[config.mk]
export PLATFORM = sky130hd
export DESIGN_NAME = bra_ram
export DESIGN_NICKNAME = d
export VERILOG_FILES = /design/src/hdl/bra_ram.sv
export SDC_FILE = /design/constraint.sdc
export NUM_CORES = 1
export LEC_CHECK = 0
export BUFFER_PORTS_ARGS = -buffer_cell sky130_fd_sc_hd__buf_2
export CAP_MARGIN = 40
export CORE_MARGIN = 3
export CORE_UTILIZATION = 60
export CTS_BUF_LIST = sky130_fd_sc_hd__clkbuf_4 sky130_fd_sc_hd__clkbuf_8
export CTS_CLUSTER_SIZE = 40
export DETAILED_ROUTE_END_ITERATION = 6
export PLACE_DENSITY = 0.82
export SYNTH_ARGS = -nofsm -noshare
export SYNTH_HDL_FRONTEND = slang
export SYNTH_SLANG_ARGS = --single-unit
[constraint.sdc]
create_clock -name clock -period 3.65 [get_ports clock]
set_clock_uncertainty 0.05 [all_clocks]
set_input_delay 0.365 -clock clock [delete_from_list [all_inputs] [get_ports clock]]
set_output_delay 0.365 -clock clock [all_outputs]
set_load 0.02 [all_outputs]
[src/hdl/bra_ram.sv]
module bra_ram #(
   parameter int WIDTH = 8,
   parameter int DEPTH = 16
) (
   input  logic                     clock,
   input  logic                     we,
   input  logic [$clog2(DEPTH)-1:0] waddr,
   input  logic [WIDTH-1:0]         wdata,
   input  logic [$clog2(DEPTH)-1:0] raddr,
   output logic [WIDTH-1:0]         rdata
);

   logic [WIDTH-1:0] mem_ff [DEPTH];
   logic [WIDTH-1:0] rdata_ff;

   always_ff @(posedge clock) begin
      if (we) begin
         mem_ff[waddr] <= wdata;
      end
      rdata_ff <= mem_ff[raddr];
   end

   assign rdata = rdata_ff;

endmodule

== Word-level counts from Yosys, hierarchy flattened ==
Memory sizes are Yosys's and may differ from the RTL's. A register that Yosys moved wholly into a read port is not among the register bits.
Cells that the tools add are included.

* Muxes and demuxes: 2

{| class="wikitable"
|+ Operators by type and width
! kind !! count
|-
| $mux 1 || 2
|}

* Memory bits (writable): 128
* Input bits: 18
* Word-level logic and storage cells: 3
* Flip-flop bits (word level): 0
* Output and inout port bits: 8
* Memories: 1

{| class="wikitable"
|+ Memories
! name !! words !! width !! rd ports !! clocked after Yosys merged registers in !! wr ports !! RTL line !! RTL
|-
| mem_ff || 16 || 8 || 1 || 1 || 1 || 13 || <nowiki>logic [WIDTH-1:0] mem_ff [DEPTH];</nowiki>
|}

== Logic depth before layout (Yosys ltp) ==
* Word-level depth: 2
* Mapped depth: 5
* Gate-level depth less buffers: 3

== Worst setup path after synthesis ==
OpenSTA, ideal clock, no wires.

* Path type: in2reg
* From: in waddr[2]
* To: mem mem_ff[0][0] (enable)
* Library setup time: 0.383 ns
* Buffers on the path: 0
* Required time: 3.217 ns
* Stages: 2
* Setup slack: 1.742 ns
* Data arrival time: 1.475 ns
* Path through: or3b_2 nor3_1

{| class="wikitable"
|+ RTL lines
! element !! RTL line !! RTL
|-
| start, declared || 7 || <nowiki>input logic [$clog2(DEPTH)-1:0] waddr,</nowiki>
|-
| end, declared || 13 ||
|}

Straight into the memory's write port.

==> metrics.txt <==
initial antenna violation count=0; first-pass GRT wire length=14600 um; drt first pass iters=4; # DRC=0; nature of the critical path endpoint=flop; CTS clk-pin slew, worst paths=80 ps; register area share after synthesis=77.8%; Post-DP HPWL=5940 um; CTS Root Cell=clkbuf_8; Slew Limit Fails=0; layout cell share with drive strength beyond 1=28.8%; H-tree levels=4; Synth area leader=edfxtp_1; Max Fclk=584 MHz; hold_buf cts=0; delay-heaviest family, CP=buffers and inverters; Worst Setup Start Kind=primary input; MaxCap Viol Count=0; Die Height=98.6 um; Final TNS setup=0 ps; post-CTS setup buffers=0; Synth Register Bits=136; switching part of the total=20.8%; Starting Density=62.3%; synthesized area=5150 sq um; fin crit period=1710 ps; DRT iter0 DRCs=291; syn_nets=247; Final setup viols=0; combinational power share=5.2%; Power Internal=2.49 mW; worst min-delay path class=in2reg; WL per Instance=24.3 um; crit path kind=in2reg; GPL Wtd Cong=0.766; std cell rows=33; Area Overhead vs Synth=12.8%; count of cell types in the netlist=19; met3 wire length=705 um; Crit Path Max Fanout=14; worst-skew pair later-pin latency=410 ps; setup ws final=1940 ps; Inserted Clock Buffers=17; Critical Path AT=1960 ps; part of the power in registers=55.9%; core area=8260 sq um; WL met2=5040 um; vias in the first global route=2523; port buffer count=25; Slew HR=42.5%; Area contributors post-synth=edfxtp_1, mux4_2, mux4_1; Max stage delay on crit path=570 ps; Final Hold Viols=0; Yosys top cell area share=74.7%; CTS tree=done; Final ANT Viol Nets=0; Top Layer Used=met4; RSZ-0062 raised after global routing=no; CP max-delay cell=mux4_1; vias per cell=6.14; Pwr Density=541 nW/um^2; Worst EP required=3900 ps; WL final=9460 um; # IOs=26; Final period util=46.9%; CP Buf/Inv Count=2; GR Util All Layers=21.4%; Psw=0.653 mW; crit-path cells=buf_2 -> buf_4 -> mux4_1 -> a22oi_1 -> nand2_1; Mapped Avg Cell Area=22.5 sq um; clock group share of total power=38.9%; Pleak=1.95 nW; die width=98.6 um; flop2flop setup slack=2220 ps; status=finished clean; met1 WL=3620 um; Total Nets Final=290; Worst-Margin Slew=859 ps; Syn Inst Count=229; post_cts resized=0; largest net degree at the start of global routing=33; VDD IR max=0.267 mV; die area=9730 sq um; dpl ws=1510 ps; Via Count=2395; YS warnings=0; clock sink total=136; ant diodes=0; Congestion Overflow GR=0; Clock Path Buffers=2
==> through the flow <==
| stage | power, mW | std cells | hold slack, ps | utilization, % | instance area [sq um] |
|---|---|---|---|---|---|
| final | 3.14 | 390 | 282 | 70.3 | 5800 |
| after global routing | 3.24 | 390 | 261 | 70.3 | 5800 |
| after CTS | 3.17 | 390 | 246 | 70.3 | 5800 |
| after detailed placement | 1.96 | 358 | 617 | 65.5 | 5410 |
| after global placement | 1.94 | 354 | 593 | 64.8 | 5360 |
| after floorplan | 1.89 | 229 | 414 | - | 5150 |
==> final timing paths <==
path	depth (start not counted)	from	to
setup / recovery	5	raddr[0]	rdata[2]
hold / removal	1	wdata[5]	mem_ff[7][5]
setup reg to reg	3	mem_ff[3][7]	rdata[7]
hold reg to reg	3	mem_ff[13][3]	rdata[3]
==> registers in the layout (all words and copies together) (netlist names) <==
register	count
mem_ff	128
rdata	8
==> power groups by stage <==
stage	Clock [mW]	Combinational, mW	Sequential [mW]
after floorplan	0	0.0886	1.80
after global placement	0	0.157	1.79
after detailed placement	0	0.166	1.79
after CTS	1.24	0.167	1.76
after global routing	1.30	0.178	1.76
final	1.22	0.165	1.75
==> cell usage after synthesis, drive strengths merged <==
master / count
and2: 1
nand2b: 2
nand3: 1
dfxtp: 8
clkdlybuf4s25: 3
nor3: 4
a22oi: 16
edfxtp: 128
nor2b: 1
nor2: 13
and2b: 1
or3b: 1
nand2: 9
mux4: 32
nand3b: 2
buf: 7
==> worst register-to-register path, cell delays in order, from the launching register on <==
cell and delay, ps:
edfxtp_1 400, mux4_2 480, a22oi_1 300, nand2_1 90
==> metal layers <==
layer	vias to the layer above	track usage, %
met2	106	33.8
li1	1060	-
met5	-	0
met4	0	7.67
met3	6	5.87
met1	1223	29.2
==> cell families after synthesis <==
group | after synthesis | share of synthesized area [%]
AND/OR/NAND/NOR | 35 | 3.18
buffers and inverters | 10 | 1.68
flip-flops | 136 | 77.8
AO/OA/AOI/OAI | 16 | 2.33
multiplexers | 32 | 15.0
==> cell usage in the layout (no fill, tap or decap), drive strengths merged, types with 3 or more instances in the layout <==
cell and instances:
a22oi 16, buf 34, bufinv 3, clkbuf 18
clkinv 9, dfxtp 8, edfxtp 128, mux4 32
nand2 9, nor2 13, nor3 4
==> final cells by class <==
cell class / instances / area (sq um)
clock buffers: 18 / 241
clock inverters: 14 / 158
fillers: 469 / 2450
multi-input cells: 83 / 1060
flip-flops and latches: 136 / 4000
well taps: 105 / 131
repair buffers: 34 / 213
(Power assumes the default switching activity.)
